### src/sv/tt_pkg.sv
// ----------------------------------------------------------------------------
// tt_pkg
// types and constants shared by the trickle timer modules
// ----------------------------------------------------------------------------
package tt_pkg;

  // apb address width: three 32-bit registers at byte offsets 0, 4 and 8
  localparam int PADDR_W = 4;

  // register indexes (paddr[3:2])
  localparam logic [1:0] REG_MIN_EXP    = 2'd0;
  localparam logic [1:0] REG_DOUBLINGS  = 2'd1;
  localparam logic [1:0] REG_REDUNDANCY = 2'd2;

  // register reset values
  localparam logic [4:0] MIN_EXP_RST    = 5'd3;
  localparam logic [4:0] DOUBLINGS_RST  = 5'd20;
  localparam logic [7:0] REDUNDANCY_RST = 8'd10;

  // longest interval, 2^31 ms
  localparam logic [31:0] LEN_LIMIT = 32'h8000_0000;
  localparam logic [15:0] COUNT_MAX = 16'hFFFF;
  localparam logic [31:0] ELAPSED_MAX = 32'hFFFF_FFFF;

  typedef enum logic [1:0] {
    MODE_TICK  = 2'd0,
    MODE_HEARD = 2'd1,
    MODE_RESET = 2'd2,
    MODE_START = 2'd3
  } tt_mode_t;

  typedef struct packed {
    tt_mode_t    mode;
    logic [31:0] random_a;
    logic [31:0] random_b;
  } tt_in_word_t;

  typedef struct packed {
    logic        send_now;
    logic        interval_ended;
    logic [31:0] interval_now;
  } tt_out_word_t;

  typedef struct packed {
    logic [4:0] min_interval_exp;
    logic [4:0] doublings;
    logic [7:0] redundancy;
  } tt_cfg_t;

  // controller to datapath
  typedef struct packed {
    logic capture;
    logic decide;
    logic prep;
    logic commit;
    logic load_out;
  } tt_cmd_t;

  // datapath to controller
  typedef struct packed {
    logic need_div;
    logic rem_done;
  } tt_stat_t;

endpackage

### src/sv/tt_regs.sv
// ----------------------------------------------------------------------------
// tt_regs
// apb configuration registers of the trickle timer
// ----------------------------------------------------------------------------
module tt_regs import tt_pkg::*; (
  input  logic               clk,
  input  logic               rst_n,
  input  logic               psel,
  input  logic               penable,
  input  logic               pwrite,
  input  logic [PADDR_W-1:0] paddr,
  input  logic [31:0]        pwdata,
  output logic [31:0]        prdata,
  output logic               pready,
  output tt_cfg_t            cfg
);

  logic [4:0] min_exp_r;
  logic [4:0] doublings_r;
  logic [7:0] redundancy_r;
  logic       wr_en;
  logic [1:0] reg_idx;

  assign pready  = 1'b1;
  assign wr_en   = psel && penable && pwrite;
  assign reg_idx = paddr[3:2];

  always_ff @(posedge clk) begin
    if (!rst_n) begin
      min_exp_r    <= MIN_EXP_RST;
      doublings_r  <= DOUBLINGS_RST;
      redundancy_r <= REDUNDANCY_RST;
    end else if (wr_en) begin
      case (reg_idx)
        REG_MIN_EXP:    min_exp_r    <= pwdata[4:0];
        REG_DOUBLINGS:  doublings_r  <= pwdata[4:0];
        REG_REDUNDANCY: redundancy_r <= pwdata[7:0];
        default: ;
      endcase
    end
  end

  always_comb begin
    case (reg_idx)
      REG_MIN_EXP:    prdata = {27'd0, min_exp_r};
      REG_DOUBLINGS:  prdata = {27'd0, doublings_r};
      REG_REDUNDANCY: prdata = {24'd0, redundancy_r};
      default:        prdata = 32'd0;
    endcase
  end

  assign cfg.min_interval_exp = min_exp_r;
  assign cfg.doublings        = doublings_r;
  assign cfg.redundancy       = redundancy_r;

endmodule

### src/sv/tt_rem.sv
// ----------------------------------------------------------------------------
// tt_rem
// serial restoring remainder, one dividend bit per cycle
// ----------------------------------------------------------------------------
module tt_rem import tt_pkg::*; (
  input  logic        clk,
  input  logic        rst_n,
  input  logic        start,
  input  logic [31:0] dividend,
  input  logic [31:0] divisor,
  output logic        done,
  output logic [31:0] remainder
);

  logic [31:0] rem_r, rem_nxt;
  logic [31:0] dvd_r;
  logic [31:0] dsr_r;
  logic [4:0]  cnt_r;
  logic        busy_r;
  logic        done_r;
  logic [31:0] trial;

  // divisor stays below 2^31, so the partial remainder's top bit is zero
  assign trial   = {rem_r[30:0], dvd_r[31]};
  assign rem_nxt = (trial >= dsr_r) ? (trial - dsr_r) : trial;

  always_ff @(posedge clk) begin
    if (!rst_n) begin
      busy_r <= 1'b0;
      done_r <= 1'b0;
      cnt_r  <= 5'd0;
    end else begin
      done_r <= 1'b0;
      if (start) begin
        busy_r <= 1'b1;
        cnt_r  <= 5'd0;
      end else if (busy_r) begin
        cnt_r <= cnt_r + 5'd1;
        if (cnt_r == 5'd31) begin
          busy_r <= 1'b0;
          done_r <= 1'b1;
        end
      end
    end
  end

  always_ff @(posedge clk) begin
    if (start) begin
      rem_r <= 32'd0;
      dvd_r <= dividend;
      dsr_r <= divisor;
    end else if (busy_r) begin
      rem_r <= rem_nxt;
      dvd_r <= {dvd_r[30:0], 1'b0};
    end
  end

  assign done      = done_r;
  assign remainder = rem_r;

endmodule

### src/sv/tt_dp.sv
// ----------------------------------------------------------------------------
// tt_dp
// trickle timer datapath: timer state, interval arithmetic, result word
// ----------------------------------------------------------------------------
module tt_dp import tt_pkg::*; (
  input  logic         clk,
  input  logic         rst_n,
  input  tt_cfg_t      cfg,
  input  tt_in_word_t  in_word,
  input  tt_cmd_t      cmd,
  output tt_stat_t     stat,
  output tt_out_word_t out_word
);

  // captured item
  tt_mode_t    mode_r;
  logic [31:0] ra_r;
  logic [31:0] rb_r;

  // timer state
  logic        running_r, running_nxt;
  logic [31:0] len_r, len_nxt;
  logic [31:0] fire_r, fire_nxt;
  logic [31:0] elapsed_r, elapsed_nxt;
  logic [15:0] count_r, count_nxt;

  // work registers
  logic [31:0] len_pend_r;
  logic [31:0] half_r;
  logic        send_r;
  logic        ended_r;
  tt_out_word_t out_r;

  logic [31:0] imin;
  logic [5:0]  mask_sh;
  logic [31:0] ra_low;
  logic [32:0] start_sum;
  logic [31:0] start_len;
  logic [5:0]  cap_exp;
  logic [31:0] cap;
  logic [31:0] doubled;
  logic [31:0] grown_len;
  logic [31:0] elapsed_inc;
  logic        tick_run;
  logic        fire_hit;
  logic        below_k;
  logic        ends;
  logic [31:0] new_len;
  logic [31:0] span;
  logic        rem_done;
  logic [31:0] rem;
  logic [31:0] fire_sum;

  // interval candidates
  assign imin      = 32'd1 << cfg.min_interval_exp;
  assign mask_sh   = {1'b0, cfg.min_interval_exp} + 6'd2;
  assign ra_low    = ra_r & ~(32'hFFFF_FFFF << mask_sh);
  assign start_sum = {1'b0, imin} + {1'b0, ra_low};
  assign start_len = (start_sum > {1'b0, LEN_LIMIT}) ? LEN_LIMIT : start_sum[31:0];

  assign cap_exp   = {1'b0, cfg.min_interval_exp} + {1'b0, cfg.doublings};
  assign cap       = (cap_exp >= 6'd31) ? LEN_LIMIT : (32'd1 << cap_exp[4:0]);
  assign doubled   = {len_r[30:0], 1'b0};
  assign grown_len = ((doubled == 32'd0) || (doubled > cap)) ? cap : doubled;

  // tick decision
  assign tick_run    = (mode_r == MODE_TICK) && running_r;
  assign elapsed_inc = (elapsed_r == ELAPSED_MAX) ? elapsed_r : (elapsed_r + 32'd1);
  assign below_k     = (count_r < {8'd0, cfg.redundancy}) || (cfg.redundancy == 8'd0);
  assign fire_hit    = (elapsed_inc == fire_r) && below_k;
  assign ends        = elapsed_inc >= len_r;

  always_comb begin
    case (mode_r)
      MODE_RESET: new_len = imin;
      MODE_START: new_len = start_len;
      default:    new_len = grown_len;
    endcase
  end

  assign stat.need_div = (mode_r == MODE_RESET) || (mode_r == MODE_START) ||
                         (tick_run && ends);
  assign stat.rem_done = rem_done;

  // fire point window: I/2 + (rnd mod (I - I/2 + 1))
  assign span     = {1'b0, len_pend_r[31:1]} + {31'd0, len_pend_r[0]} + 32'd1;
  assign fire_sum = half_r + rem;

  tt_rem u_rem (
    .clk       (clk),
    .rst_n     (rst_n),
    .start     (cmd.prep),
    .dividend  (rb_r),
    .divisor   (span),
    .done      (rem_done),
    .remainder (rem)
  );

  always_comb begin
    running_nxt = running_r;
    len_nxt     = len_r;
    fire_nxt    = fire_r;
    elapsed_nxt = elapsed_r;
    count_nxt   = count_r;
    if (cmd.decide) begin
      if (tick_run) begin
        elapsed_nxt = elapsed_inc;
      end
      if ((mode_r == MODE_HEARD) && (count_r != COUNT_MAX)) begin
        count_nxt = count_r + 16'd1;
      end
    end
    if (cmd.commit) begin
      running_nxt = 1'b1;
      len_nxt     = len_pend_r;
      fire_nxt    = (fire_sum == 32'd0) ? 32'd1 : fire_sum;
      elapsed_nxt = 32'd0;
      count_nxt   = 16'd0;
    end
  end

  always_ff @(posedge clk) begin
    if (!rst_n) begin
      running_r <= 1'b0;
      len_r     <= 32'd0;
      fire_r    <= 32'd0;
      elapsed_r <= 32'd0;
      count_r   <= 16'd0;
    end else begin
      running_r <= running_nxt;
      len_r     <= len_nxt;
      fire_r    <= fire_nxt;
      elapsed_r <= elapsed_nxt;
      count_r   <= count_nxt;
    end
  end

  always_ff @(posedge clk) begin
    if (cmd.capture) begin
      mode_r <= in_word.mode;
      ra_r   <= in_word.random_a;
      rb_r   <= in_word.random_b;
    end
    if (cmd.decide) begin
      send_r     <= tick_run && fire_hit;
      ended_r    <= tick_run && ends;
      len_pend_r <= new_len;
    end
    if (cmd.prep) begin
      half_r <= {1'b0, len_pend_r[31:1]};
    end
    if (cmd.load_out) begin
      out_r.send_now       <= send_r;
      out_r.interval_ended <= ended_r;
      out_r.interval_now   <= len_r;
    end
  end

  assign out_word = out_r;

endmodule

### src/sv/tt_ctrl.sv
// ----------------------------------------------------------------------------
// tt_ctrl
// trickle timer sequencer and output valid
// ----------------------------------------------------------------------------
module tt_ctrl import tt_pkg::*; (
  input  logic     clk,
  input  logic     rst_n,
  input  logic     in_valid,
  output logic     in_stall,
  output logic     out_valid,
  input  logic     out_stall,
  input  tt_stat_t stat,
  output tt_cmd_t  cmd
);

  typedef enum logic [2:0] {
    ST_IDLE,
    ST_DECIDE,
    ST_PREP,
    ST_DIVIDE,
    ST_EMIT
  } state_t;

  state_t state_r;
  logic   out_valid_r;
  logic   out_free;

  assign out_free = !out_valid_r || !out_stall;

  always_comb begin
    cmd.capture  = (state_r == ST_IDLE) && in_valid;
    cmd.decide   = (state_r == ST_DECIDE);
    cmd.prep     = (state_r == ST_PREP);
    cmd.commit   = (state_r == ST_DIVIDE) && stat.rem_done;
    cmd.load_out = (state_r == ST_EMIT) && out_free;
  end

  always_ff @(posedge clk) begin
    if (!rst_n) begin
      state_r     <= ST_IDLE;
      out_valid_r <= 1'b0;
    end else begin
      // new word staged, else the held one drains when taken
      if (cmd.load_out) begin
        out_valid_r <= 1'b1;
      end else if (!out_stall) begin
        out_valid_r <= 1'b0;
      end
      case (state_r)
        ST_IDLE: begin
          if (in_valid) begin
            state_r <= ST_DECIDE;
          end
        end
        ST_DECIDE: begin
          state_r <= stat.need_div ? ST_PREP : ST_EMIT;
        end
        ST_PREP: begin
          state_r <= ST_DIVIDE;
        end
        ST_DIVIDE: begin
          if (stat.rem_done) begin
            state_r <= ST_EMIT;
          end
        end
        ST_EMIT: begin
          if (out_free) begin
            state_r <= ST_IDLE;
          end
        end
        default: state_r <= ST_IDLE;
      endcase
    end
  end

  assign in_stall  = (state_r != ST_IDLE);
  assign out_valid = out_valid_r;

endmodule

### src/sv/trickle_timer_core.sv
// ----------------------------------------------------------------------------
// trickle_timer_core
// trickle transmission timer counted in millisecond tick words
// ----------------------------------------------------------------------------
// sequencing: a heard word or a tick inside an interval goes accept, decide,
//   emit; start, reset or an interval end add prep and a 32-step serial remainder
// throughput: one word at a time; the next word is taken once the result is staged
// reset: synchronous active-low; timer idle, all counters zero, registers
//   back to min_interval_exp 3, doublings 20, redundancy 10
// ----------------------------------------------------------------------------
module trickle_timer_core import tt_pkg::*; (
  input  logic               clk,
  input  logic               rst_n,
  // input word channel
  input  logic               in_valid,
  output logic               in_stall,
  input  tt_in_word_t        in_word,
  // result word channel
  output logic               out_valid,
  input  logic               out_stall,
  output tt_out_word_t       out_word,
  // apb configuration port
  input  logic               psel,
  input  logic               penable,
  input  logic               pwrite,
  input  logic [PADDR_W-1:0] paddr,
  input  logic [31:0]        pwdata,
  output logic [31:0]        prdata,
  output logic               pready
);

  tt_cfg_t  cfg;
  tt_cmd_t  cmd;
  tt_stat_t stat;

  // registers are read live by the datapath; software must write them only
  // while no word is in flight, which the block itself does not enforce
  tt_regs u_regs (
    .clk     (clk),
    .rst_n   (rst_n),
    .psel    (psel),
    .penable (penable),
    .pwrite  (pwrite),
    .paddr   (paddr),
    .pwdata  (pwdata),
    .prdata  (prdata),
    .pready  (pready),
    .cfg     (cfg)
  );

  // sequencer: idle -> decide -> (prep -> divide) -> emit
  // decide applies the simple updates (tick count, heard count) and tells
  // whether a new interval has to be drawn; prep loads the remainder unit
  tt_ctrl u_ctrl (
    .clk       (clk),
    .rst_n     (rst_n),
    .in_valid  (in_valid),
    .in_stall  (in_stall),
    .out_valid (out_valid),
    .out_stall (out_stall),
    .stat      (stat),
    .cmd       (cmd)
  );

  // datapath: timer state, next interval (reset to Imin, start draw, doubling
  // with cap), fire point = half interval plus random remainder, output register
  tt_dp u_dp (
    .clk      (clk),
    .rst_n    (rst_n),
    .cfg      (cfg),
    .in_word  (in_word),
    .cmd      (cmd),
    .stat     (stat),
    .out_word (out_word)
  );

endmodule
### config.mk
export PLATFORM = sky130hd
export DESIGN_NAME = trickle_timer_core
export DESIGN_NICKNAME = d
export VERILOG_FILES = /design/src/sv/tt_pkg.sv /design/src/sv/tt_regs.sv /design/src/sv/tt_rem.sv /design/src/sv/tt_dp.sv /design/src/sv/tt_ctrl.sv /design/src/sv/trickle_timer_core.sv
export SDC_FILE = /design/constraint.sdc
export NUM_CORES = 1
export LEC_CHECK = 0
export ABC_CLOCK_PERIOD_IN_PS = 8600
export BUFFER_PORTS_ARGS = -buffer_cell sky130_fd_sc_hd__buf_2
export CAP_MARGIN = 15
export CORE_MARGIN = 4
export CORE_UTILIZATION = 35
export CTS_BUF_LIST = sky130_fd_sc_hd__clkbuf_4 sky130_fd_sc_hd__clkbuf_8 sky130_fd_sc_hd__clkbuf_16
export CTS_CLUSTER_DIAMETER = 200
export DETAILED_ROUTE_END_ITERATION = 16
export HOLD_SLACK_MARGIN = 0.03
export SYNTH_ARGS = -nofsm -noshare
export SYNTH_HDL_FRONTEND = slang
export SYNTH_HIERARCHICAL = 1
export SYNTH_SLANG_ARGS = --single-unit
export TNS_END_PERCENT = 20
### constraint.sdc
create_clock -name clk -period 8.6 [get_ports clk]
set_input_delay 0 -clock clk [delete_from_list [all_inputs] [get_ports clk]]
set_output_delay 0 -clock clk [all_outputs]
set_load 0.005 [all_outputs]
**Word-level counts from Yosys, hierarchy flattened**

Cells that the tools add are included.

- Register bits after elaboration: 403
- Input bits: 109
- Output and inout bits: 69
- Word-level logic and storage cells: 121

- Add/sub/neg operators: 10
- Order comparisons: 6
- Eq/ne operators: 17
- Shifts and indexed selects: 3
- Muxes and demuxes: 21
- Bitwise gates (word level): 4
- Reduce and logical (&&, ||, !) cells: 34

Operators with widths:

| kind | count |
|---|---|
| $mux W32 | 8 |
| $add A32 B1 Y32 const B | 2 |
| $ge A32 B32 Y1 | 2 |
| $logic_not A32 Y1 | 2 |
| $pmux W32 S2 | 1 |
| $shl A1 B5 Y32 const A | 2 |
| $add A32 B32 Y33 | 1 |
| $gt A33 B32 Y1 const B | 1 |
| $add A31 B1 Y32 | 1 |
| $add A31 B32 Y32 | 1 |
| $and A32 B32 Y32 | 1 |
| $eq A32 B32 Y1 | 1 |
| $eq A32 B32 Y1 const B | 1 |
| $gt A32 B32 Y1 | 1 |
| $not A32 Y32 | 1 |
| $shl A32 B6 Y32 const A | 1 |
| $sub A32 B32 Y32 | 1 |
| $pmux W8 S3 | 1 |
| $add A16 B1 Y16 const B | 1 |
| $lt A16 B8 Y1 | 1 |
| $ne A16 B16 Y1 const B | 1 |
| $pmux W3 S5 | 1 |
| $mux W3 | 4 |
| $logic_and A1 B1 Y1 | 10 |
| 25 further kinds | 48 |

**Longest topological paths before layout**

Gate-level depths: netlist of run 1.

- Depth in word-level cells: 8
- Depth in mapped cells: 21

**Modules after synthesis**

Netlist of run 1, hierarchy kept.

By module, submodules not included:

| module | instances | cells each | area an instance (sq um) | seq. area each (sq um) |
|---|---|---|---|---|
| tt_dp | 1 | 2,168 | 19,606.3 | 7,216.9 |
| tt_rem | 1 | 568 | 5,859.4 | 2,702.6 |
| tt_regs | 1 | 128 | 1,066.0 | 360.3 |
| tt_ctrl | 1 | 30 | 229.0 | 80.1 |

**Least setup slack after synthesis of run 1**

OpenSTA, ideal clock, no wires.

- Path type: register -> register
- Start: register u_ctrl.state_r[1]
- End: register u_dp.u_rem.dvd_r[0], enable pin
- Library setup time: 0.389 ns
- Arrival time: 6.191 ns
- Data required time: 8.211 ns
- Setup slack: 2.020 ns
- Stages on the path, launching flop included: 6
- Buffers on the path: 2
- Clock period less this slack: 6.580 ns
- Cells stage by stage: dfxtp_1 > buf_6 > nor3b_1 > clkbuf_1 > inv_1 > nand2_1

RTL lines:

| element | line | source |
|---|---|---|
| start: declaration | tt_ctrl.sv:24 | `state_t state_r;` |
| start signal: assignment | tt_ctrl.sv:56 | `state_r <= stat.need_div ? ST_PREP : ST_EMIT;` |
| end signal: assignment | tt_rem.sv:50 | `dvd_r <= dividend;` |
| end signal: assignment | tt_rem.sv:54 | `dvd_r <= {dvd_r[30:0], 1'b0};` |
| end: declaration | tt_rem.sv:16 | `logic [31:0] dvd_r;` |

**Final worst setup path of run 1**

- Start: register u_regs.min_exp_r[1]
- End: register u_dp.len_pend_r[26], data pin

- Cells in the longest elaborated chain, start to end: 8
- Elaborated cells on any way between the ends: 16
- Those cells by class: 3 x add/sub; 3 x order compare; 3 x shift; 4 x mux; 2 x bitwise; 1 x reduce/logical

RTL lines:

| element | line | source |
|---|---|---|
| start: declaration | tt_regs.sv:18 | `logic [4:0] min_exp_r;` |
| start signal: assignment | tt_regs.sv:35 | `REG_MIN_EXP: min_exp_r <= pwdata[4:0];` |
| $add A5 B2 Y6 | tt_dp.sv:56 | `assign mask_sh = {1'b0, cfg.min_interval_exp} + 6'd2;` |
| $shl A32 B6 Y32 | tt_dp.sv:57 | `assign ra_low = ra_r & ~(32'hFFFF_FFFF << mask_sh);` |
| $not A32 Y32 | tt_dp.sv:57 |  |
| $and A32 B32 Y32 | tt_dp.sv:57 |  |
| $add A32 B32 Y33 | tt_dp.sv:58 | `assign start_sum = {1'b0, imin} + {1'b0, ra_low};` |
| $gt A33 B32 Y1 | tt_dp.sv:59 | `assign start_len = (start_sum > {1'b0, LEN_LIMIT}) ? LEN_LIMIT : start_sum[31:0];` |
| $mux W32 | tt_dp.sv:59 |  |
| $pmux W32 S2 * | tt_dp.sv:74 | `case (mode_r)` |
| via u_dp.new_len[26] | tt_dp.sv:48 | `logic [31:0] new_len;` |
| end signal: assignment | tt_dp.sv:147 | `len_pend_r <= new_len;` |
| end: declaration | tt_dp.sv:28 | `logic [31:0] len_pend_r;` |

The timed path passes the listed nets; every way through them passes the cells marked *.
A chain may end at the register's enable or synchronous reset.

==> results.sh, run 1 <==
export IMPL_cts_root_buf="clkbuf_16"
export IMPL_syn_to_final_growth_pct=14.9
export IMPL_syn_inst=2894
export IMPL_io_pins=178
export IMPL_yosysWarnings=6
export IMPL_cts_resized=0
export IMPL_clk_latency_ns=0.59
export IMPL_cp_data_required_time_ns=8.91
export IMPL_fp_dieW_microns=285
export IMPL_ir_drop_mv=0.158
export IMPL_drive_gt1_frac=0.102
export IMPL_die_y_microns=285
export IMPL_grt_pass1_vias=20937
export IMPL_power_density_cell_area_nw_per_um2=210
export IMPL_routed_via_density=5.44
export IMPL_grt_antenna_before_repair=2
export IMPL_place_worst_setup_slack_ns=2.66
export IMPL_avgSynthCellArea_sq_um=9.25
export IMPL_setup_tns_ns=0
export IMPL_cp_data_arrival_time_ns=6.31
export IMPL_fin_ws_ns=2.60
export IMPL_drtAntennaViolNets=0
export IMPL_num_rows=101
export IMPL_leakagePower_nw=11.8
export IMPL_hold_class="primary input to flip-flop"
export IMPL_die_area_sq_um=80900
export IMPL_vias=22078
export IMPL_core_sq_um=75800
export IMPL_syn_area_sq_um=26800
export IMPL_skew_ns=0.0318
export IMPL_tightest_slew_ns=1.09
export IMPL_ys_flop_type="edfxtp_1"
export IMPL_fin_crit_ns=6.00
export IMPL_rsz0062_at_grt="no"
export IMPL_drt_initial_drc_count=1997
export IMPL_hpwlAfterDp_mm=59.9
export IMPL_final_cell_mix="nand2_1, nor2_1, edfxtp_1"
export IMPL_ys_seq_elements=403
export IMPL_fin_util=0.406
export IMPL_fin_crit_sh=0.698
export IMPL_cp_start_kind="flip-flop"
export IMPL_grt_start_max_net_pins=84
export IMPL_totalPowerFinal_mw=6.44
export IMPL_cts_clk_slew_worst_paths_ns=0.06
export IMPL_cp_max_fo=16
export IMPL_start_util=0.353
export IMPL_slew_headroom=0.271
export IMPL_slew_viol_final=0
export IMPL_placed_area_sq_um=28100
export IMPL_gp_congestion=0.944
export IMPL_overflow=0
export IMPL_final_fill_count=7524
export IMPL_cp_end_kind="flip-flop"
export IMPL_grt_pass1_wl_mm=122
export IMPL_antenna_cells=0
export IMPL_path_class="flip-flop to flip-flop"
export IMPL_synth_distinct_cells=99
export IMPL_final_common_cell="nand2_1"
export IMPL_final_area_sq_um=30800
export IMPL_wl_per_cell_microns=19.5
export IMPL_cts_sinks=403
export IMPL_grt_total_usage=0.189
export IMPL_cts_buffer_depth=3
export IMPL_run_status="completed"
export IMPL_drt_pass1_iter_count=6
export IMPL_port_buffers=126
export IMPL_nets=3338
export IMPL_final_hold_violation_count=0
export IMPL_async_flop_share=0
export IMPL_cts_tree="done"
export IMPL_numCtsBuffers=47
export IMPL_yosysSeqAreaShare=0.387
export IMPL_drc=0
export IMPL_htreeDepth=2
export IMPL_cts_setup_buffers=0
export IMPL_setup_violations=0
export IMPL_max_freq_mhz=167
export IMPL_wirelength_mm=79.3
export IMPL_synth_edf_count=229
export IMPL_maxCapViolations=0
[through the flow]
stage | hold slack, ns | instances
2_1_floorplan | 0.0833 | 2917
3_3_place_gp | 0.176 | 3886
3_5_place_dp | 0.178 | 3886
4_1_cts | 0.0814 | 4061
5_1_grt | 0.105 | 4061
6_report | 0.121 | 4061
[cells in the mapped netlist (all sizes together), types with 68 or more instances]
cell | number | area [sq um]
buf | 69 | 443
inv | 140 | 526
mux2i | 128 | 1280
edfxtp | 229 | 6880
ha | 180 | 2250
xor2 | 79 | 692
a21oi | 170 | 855
o21ai | 110 | 551
xnor2 | 104 | 918
nand3 | 76 | 390
nor3 | 68 | 345
nor2 | 243 | 922
nand2 | 256 | 961
nor2b | 82 | 516
dfxtp | 174 | 3480
clkbuf | 87 | 329
[layout make-up]
| cell class | count | area (sq um) | area share |
|---|---|---|---|
| clock buffer | 66 | 1380 | 0.0449 |
| multi-input combinational | 2218 | 15300 | 0.496 |
| tap | 978 | 1220 | 0.0398 |
| clock inverter | 21 | 348 | 0.0113 |
| inverter | 140 | 526 | 0.0171 |
| timing repair buffer | 235 | 1670 | 0.0543 |
| sequential | 403 | 10400 | 0.337 |
[sequential cells by signal, summed over array words and instances, names as in the netlist, 2 cells and up]
| signal | count |
|---|---|
| u_dp/out_word | 34 |
| u_dp/elapsed_r | 32 |
| u_dp/fire_r | 32 |
| u_dp/len_pend_r | 32 |
| u_dp/len_r | 32 |
| u_dp/ra_r | 32 |
| u_dp/rb_r | 32 |
| u_dp/u_rem/dsr_r | 32 |
| u_dp/u_rem/dvd_r | 32 |
| u_dp/u_rem/remainder | 32 |
| u_dp/half_r | 31 |
| u_dp/count_r | 16 |
| u_regs/redundancy_r | 8 |
| u_dp/u_rem/cnt_r | 5 |
| u_regs/doublings_r | 5 |
| u_regs/min_exp_r | 5 |
| u_ctrl/state_r | 3 |
| u_dp/mode_r | 2 |
[repair_timing]
action	in CTS	in global routing
setup endpoints to repair	0	0
hold buffers	88	0
endpoints found under the hold margin	88	0
[kinds of logic after synthesis]
| family | synth area share |
|---|---|
| AO/OA/AOI/OAI | 0.161 |
| XOR/XNOR | 0.0610 |
| adder cells (fa/ha/maj) | 0.0872 |
| buffers and inverters | 0.0485 |
| flip-flops | 0.387 |
| multiplexers | 0.0626 |
| other | 0.000281 |
| AND/OR/NAND/NOR | 0.192 |
[path summary, 6_finish.rpt]
path	start	to	slack (ns)	cells after the start
worst max-delay path	u_regs/min_exp_r[1]	u_dp/len_pend_r[26]	2.60	19
worst min-delay path	in_word[35]	u_dp/ra_r[3]	0.12	2
worst max register to register	u_regs/min_exp_r[1]	u_dp/len_pend_r[26]	2.60	19
worst min register to register	u_dp/send_r	u_dp/out_word[33]	0.44	0
[report_power, final]
group | internal (mW) | leakage [nW] | total, mW | switching [mW]
registers | 2.20 | 3.55 | 2.36 | 0.160
clock network | 1.37 | 0.853 | 2.21 | 0.845
logic | 0.764 | 7.38 | 1.87 | 1.11
total | 4.33 | 11.8 | 6.44 | 2.11
[layer usage]
layer  routed length, microns  track usage  up-vias
li1                         -            -    10867
met1                    36600        0.259    10549
met2                    36900        0.312      546
met3                     3430       0.0204      116
met4                     2410       0.0620        0
met5                        0            0        -
[critical path, stage by stage, from the launching register on]
cell       delay [ns]
dfxtp_1          0.67
inv_1            0.26
fa_1             0.52
nor2b_1          0.17
o21a_1           0.18
and3_1           0.16
o21ai_1          0.17
nor3_1           0.43
nand2_1          0.15
ha_1             0.32
o21ai_0          0.15
nor2_1           0.06
a2111oi_0        0.54
a21oi_1          0.18
or4_1            0.60
o41ai_2          0.10
buf_4            0.34
mux2_2           0.38
a221oi_1         0.25
a31oi_1          0.06
Note: power is estimated with default switching activity, not from simulation.
==> run 2: changes to the inputs <==
--- a/config.mk
+++ b/config.mk
@@ -5,7 +5,7 @@
 export SDC_FILE = /design/constraint.sdc
 export NUM_CORES = 1
 export LEC_CHECK = 0
-export ABC_CLOCK_PERIOD_IN_PS = 8600
+export ABC_CLOCK_PERIOD_IN_PS = 5550
 export BUFFER_PORTS_ARGS = -buffer_cell sky130_fd_sc_hd__buf_2
 export CAP_MARGIN = 15
 export CORE_MARGIN = 4
==> constraint.sdc (replaced) <==
create_clock -name clk -period 5.55 [get_ports clk]
set_input_delay 0 -clock clk [delete_from_list [all_inputs] [get_ports clk]]
set_output_delay 0 -clock clk [all_outputs]
set_load 0.005 [all_outputs]
==> run 2 against run 1 <==
Worst setup slack worse by 2.3 ns. Critical path depth is 2 lower. Sequential share of layout area is 0.41 points lower. Core utilization is 0.50 points higher. Cell count is 1.2% higher. Via count is 1.0% higher. Hold slack worse by 0.012 ns. Critical endpoint is now u_ctrl/state_r[2]. Highest routed layer unchanged.
==> results.sh, run 2 (synthesis results as in run 1) <==
export IMPL_run_status="completed"
export IMPL_drt_pass1_iter_count=9
export IMPL_largest_register_ffs=34
export IMPL_slew_viol_final=0
export IMPL_cp_top_family="compound AO/OA/AOI/OAI gates"
export IMPL_nets=3386
export IMPL_wirelength_mm=80.6
export IMPL_ir_drop_mv=0.237
export IMPL_grt_pass1_vias=21424
export IMPL_max_stage_delay_ns=0.58
export IMPL_skew_ns=0.0141
export IMPL_placed_cells=3922
export IMPL_final_area_sq_um=31100
export IMPL_final_hold_violation_count=0
export IMPL_gp_congestion=0.931
export IMPL_leakagePower_nw=12.0
export IMPL_placed_area_sq_um=28500
export IMPL_hpwlAfterDp_mm=61.2
export IMPL_crit_chain="and4_1 -> nand4_2 -> or3_1 -> nor3_1 -> xor2_1 -> ha_1 -> a21o_1 -> a21o_1 -> a21o_1 -> a21o_1 -> a21oi_1 -> o221ai_1 -> a31o_2 -> a221oi_1 -> o21ai_0 -> o21a_1 -> o32ai_1"
export IMPL_slew_headroom=0.222
export IMPL_startpoint="u_dp/elapsed_r[2]"
export IMPL_finalNonFillerCells=4111
export IMPL_drt_initial_drc_count=1949
export IMPL_cp_end_kind="flip-flop"
export IMPL_crit_cells=17
export IMPL_grt_pass1_wl_mm=124
export IMPL_htreeDepth=2
export IMPL_overflow=0
export IMPL_cts_tree="done"
export IMPL_fin_crit_sh=0.954
export IMPL_cp_data_required_time_ns=6.06
export IMPL_vias=22305
export IMPL_cts_sinks=403
export IMPL_cts_root_buf="clkbuf_16"
export IMPL_reg2reg_slack_ns=0.25
export IMPL_crit_path_frequent_cell="a21o_1"
export IMPL_path_class="flip-flop to flip-flop"
export IMPL_fin_hold_ws_ns=0.110
export IMPL_io_pins=178
export IMPL_core_sq_um=75800
export IMPL_syn_to_final_growth_pct=16.3
export IMPL_start_util=0.353
export IMPL_setup_violations=0
export IMPL_max_freq_mhz=189
export IMPL_hold_class="primary input to flip-flop"
export IMPL_numCtsBuffers=47
export IMPL_grt_total_usage=0.193
export IMPL_drc=0
export IMPL_tightest_slew_ns=1.17
export IMPL_fin_ws_ns=0.255
export IMPL_rsz0062_at_grt="no"
export IMPL_final_common_cell="nand2_1"
export IMPL_routed_via_density=5.43
export IMPL_rr_worst_depth=17
export IMPL_cp_data_arrival_time_ns=5.80
export IMPL_clk_latency_ns=0.60
export IMPL_power_density_cell_area_nw_per_um2=317
export IMPL_cts_clk_slew_worst_paths_ns=0.06
export IMPL_drtAntennaViolNets=0
export IMPL_wl_per_cell_microns=19.6
export IMPL_cts_buffer_depth=3
export IMPL_slowest_stage="or3_1"
export IMPL_drive_gt1_frac=0.112
export IMPL_path_buf_inv=0
export IMPL_place_worst_setup_slack_ns=0.167
export IMPL_cp_start_kind="flip-flop"
export IMPL_totalPowerFinal_mw=9.87
export IMPL_maxCapViolations=0
export IMPL_reg2reg_to="u_ctrl/state_r[2]"
export IMPL_final_cell_mix="nand2_1, nor2_1, edfxtp_1"
export IMPL_fin_crit_ns=5.30
export IMPL_die_y_microns=285
export IMPL_die_area_sq_um=80900
export IMPL_fp_dieW_microns=285
export IMPL_port_buffers=126
export IMPL_fin_util=0.411
export IMPL_crit_end="u_ctrl/state_r[2]"
export IMPL_grt_start_max_net_pins=132
export IMPL_reg2reg_from="u_dp/elapsed_r[2]"
export IMPL_setup_tns_ns=0
export IMPL_num_rows=101
export IMPL_grt_antenna_before_repair=1
export IMPL_hp_start="in_word[3]"
export IMPL_cp_max_fo=11
-- run 2: cell count changes in the layout (fill, tap and decap cells not counted), sizes merged --
cell,previous run,this run
clkinvlp,2,3
bufinv,8,5
clkinv,11,13
clkbuf,66,64
buf,147,183
dlygate4sd3,88,100
diode,0,1
inv,140,143
-- run 2: routing by layer --
metal / part of all wire / wire, microns / GRT usage / up-vias
met5: 0 / 0 / 0 / -
met4: 0.032 / 2560 / 0.0630 / 0
met3: 0.052 / 4160 / 0.0248 / 134
met2: 0.47 / 37700 / 0.324 / 633
met1: 0.45 / 36200 / 0.258 / 10584
li1: - / - / - / 10954
-- run 2: worst reg2reg max path, cell delays in order, from the launching register on --
cell and delay [ns]:
dfxtp_1 0.57, and4_1 0.52, nand4_2 0.26, or3_1 0.58, nor3_1 0.28, xor2_1 0.35
ha_1 0.32, a21o_1 0.16, a21o_1 0.17, a21o_1 0.17, a21o_1 0.17, a21oi_1 0.17
o221ai_1 0.14, a31o_2 0.28, a221oi_1 0.30, o21ai_0 0.29, o21a_1 0.28, o32ai_1 0.20
-- run 2: layout make-up --
cell class / count / area [sq um]
Clock buffer: 64 / 1340
Inverter: 140 / 526
Timing Repair Buffer: 283 / 2100
Sequential cell: 403 / 10400
Fill cell: 7530 / 44700
Antenna cell: 1 / 2.50
Clock inverter: 24 / 310
Multi-Input combinational cell: 2218 / 15300
Tap cell: 978 / 1220
-- run 2: worst min-delay path by stage --
stage | to | slack (ns) | depth (start not counted)
after floorplan | prdata[0] | 0.08 | 1
after global placement | u_dp/rb_r[1] | 0.18 | 1
after detailed placement | u_dp/ra_r[11] | 0.18 | 1
after CTS | u_dp/ra_r[2] | 0.07 | 2
after global routing | u_dp/rb_r[3] | 0.09 | 2
final | u_dp/rb_r[3] | 0.11 | 2
-- run 2: power by group --
part	internal, mW	total, mW	switching (mW)
logic	1.20	2.96	1.76
clock network	1.94	3.26	1.32
registers	3.41	3.66	0.246
-- run 2: repair_timing --
| item | 4_1_cts | 5_1_grt |
|---|---|---|
| setup buffers | 0 | 0 |
| endpoints found under the setup margin | 0 | 32 |
| hold endpoints to repair | 133 | 0 |
| hold buffers | 100 | 0 |
| gates resized for setup | 0 | 5 |
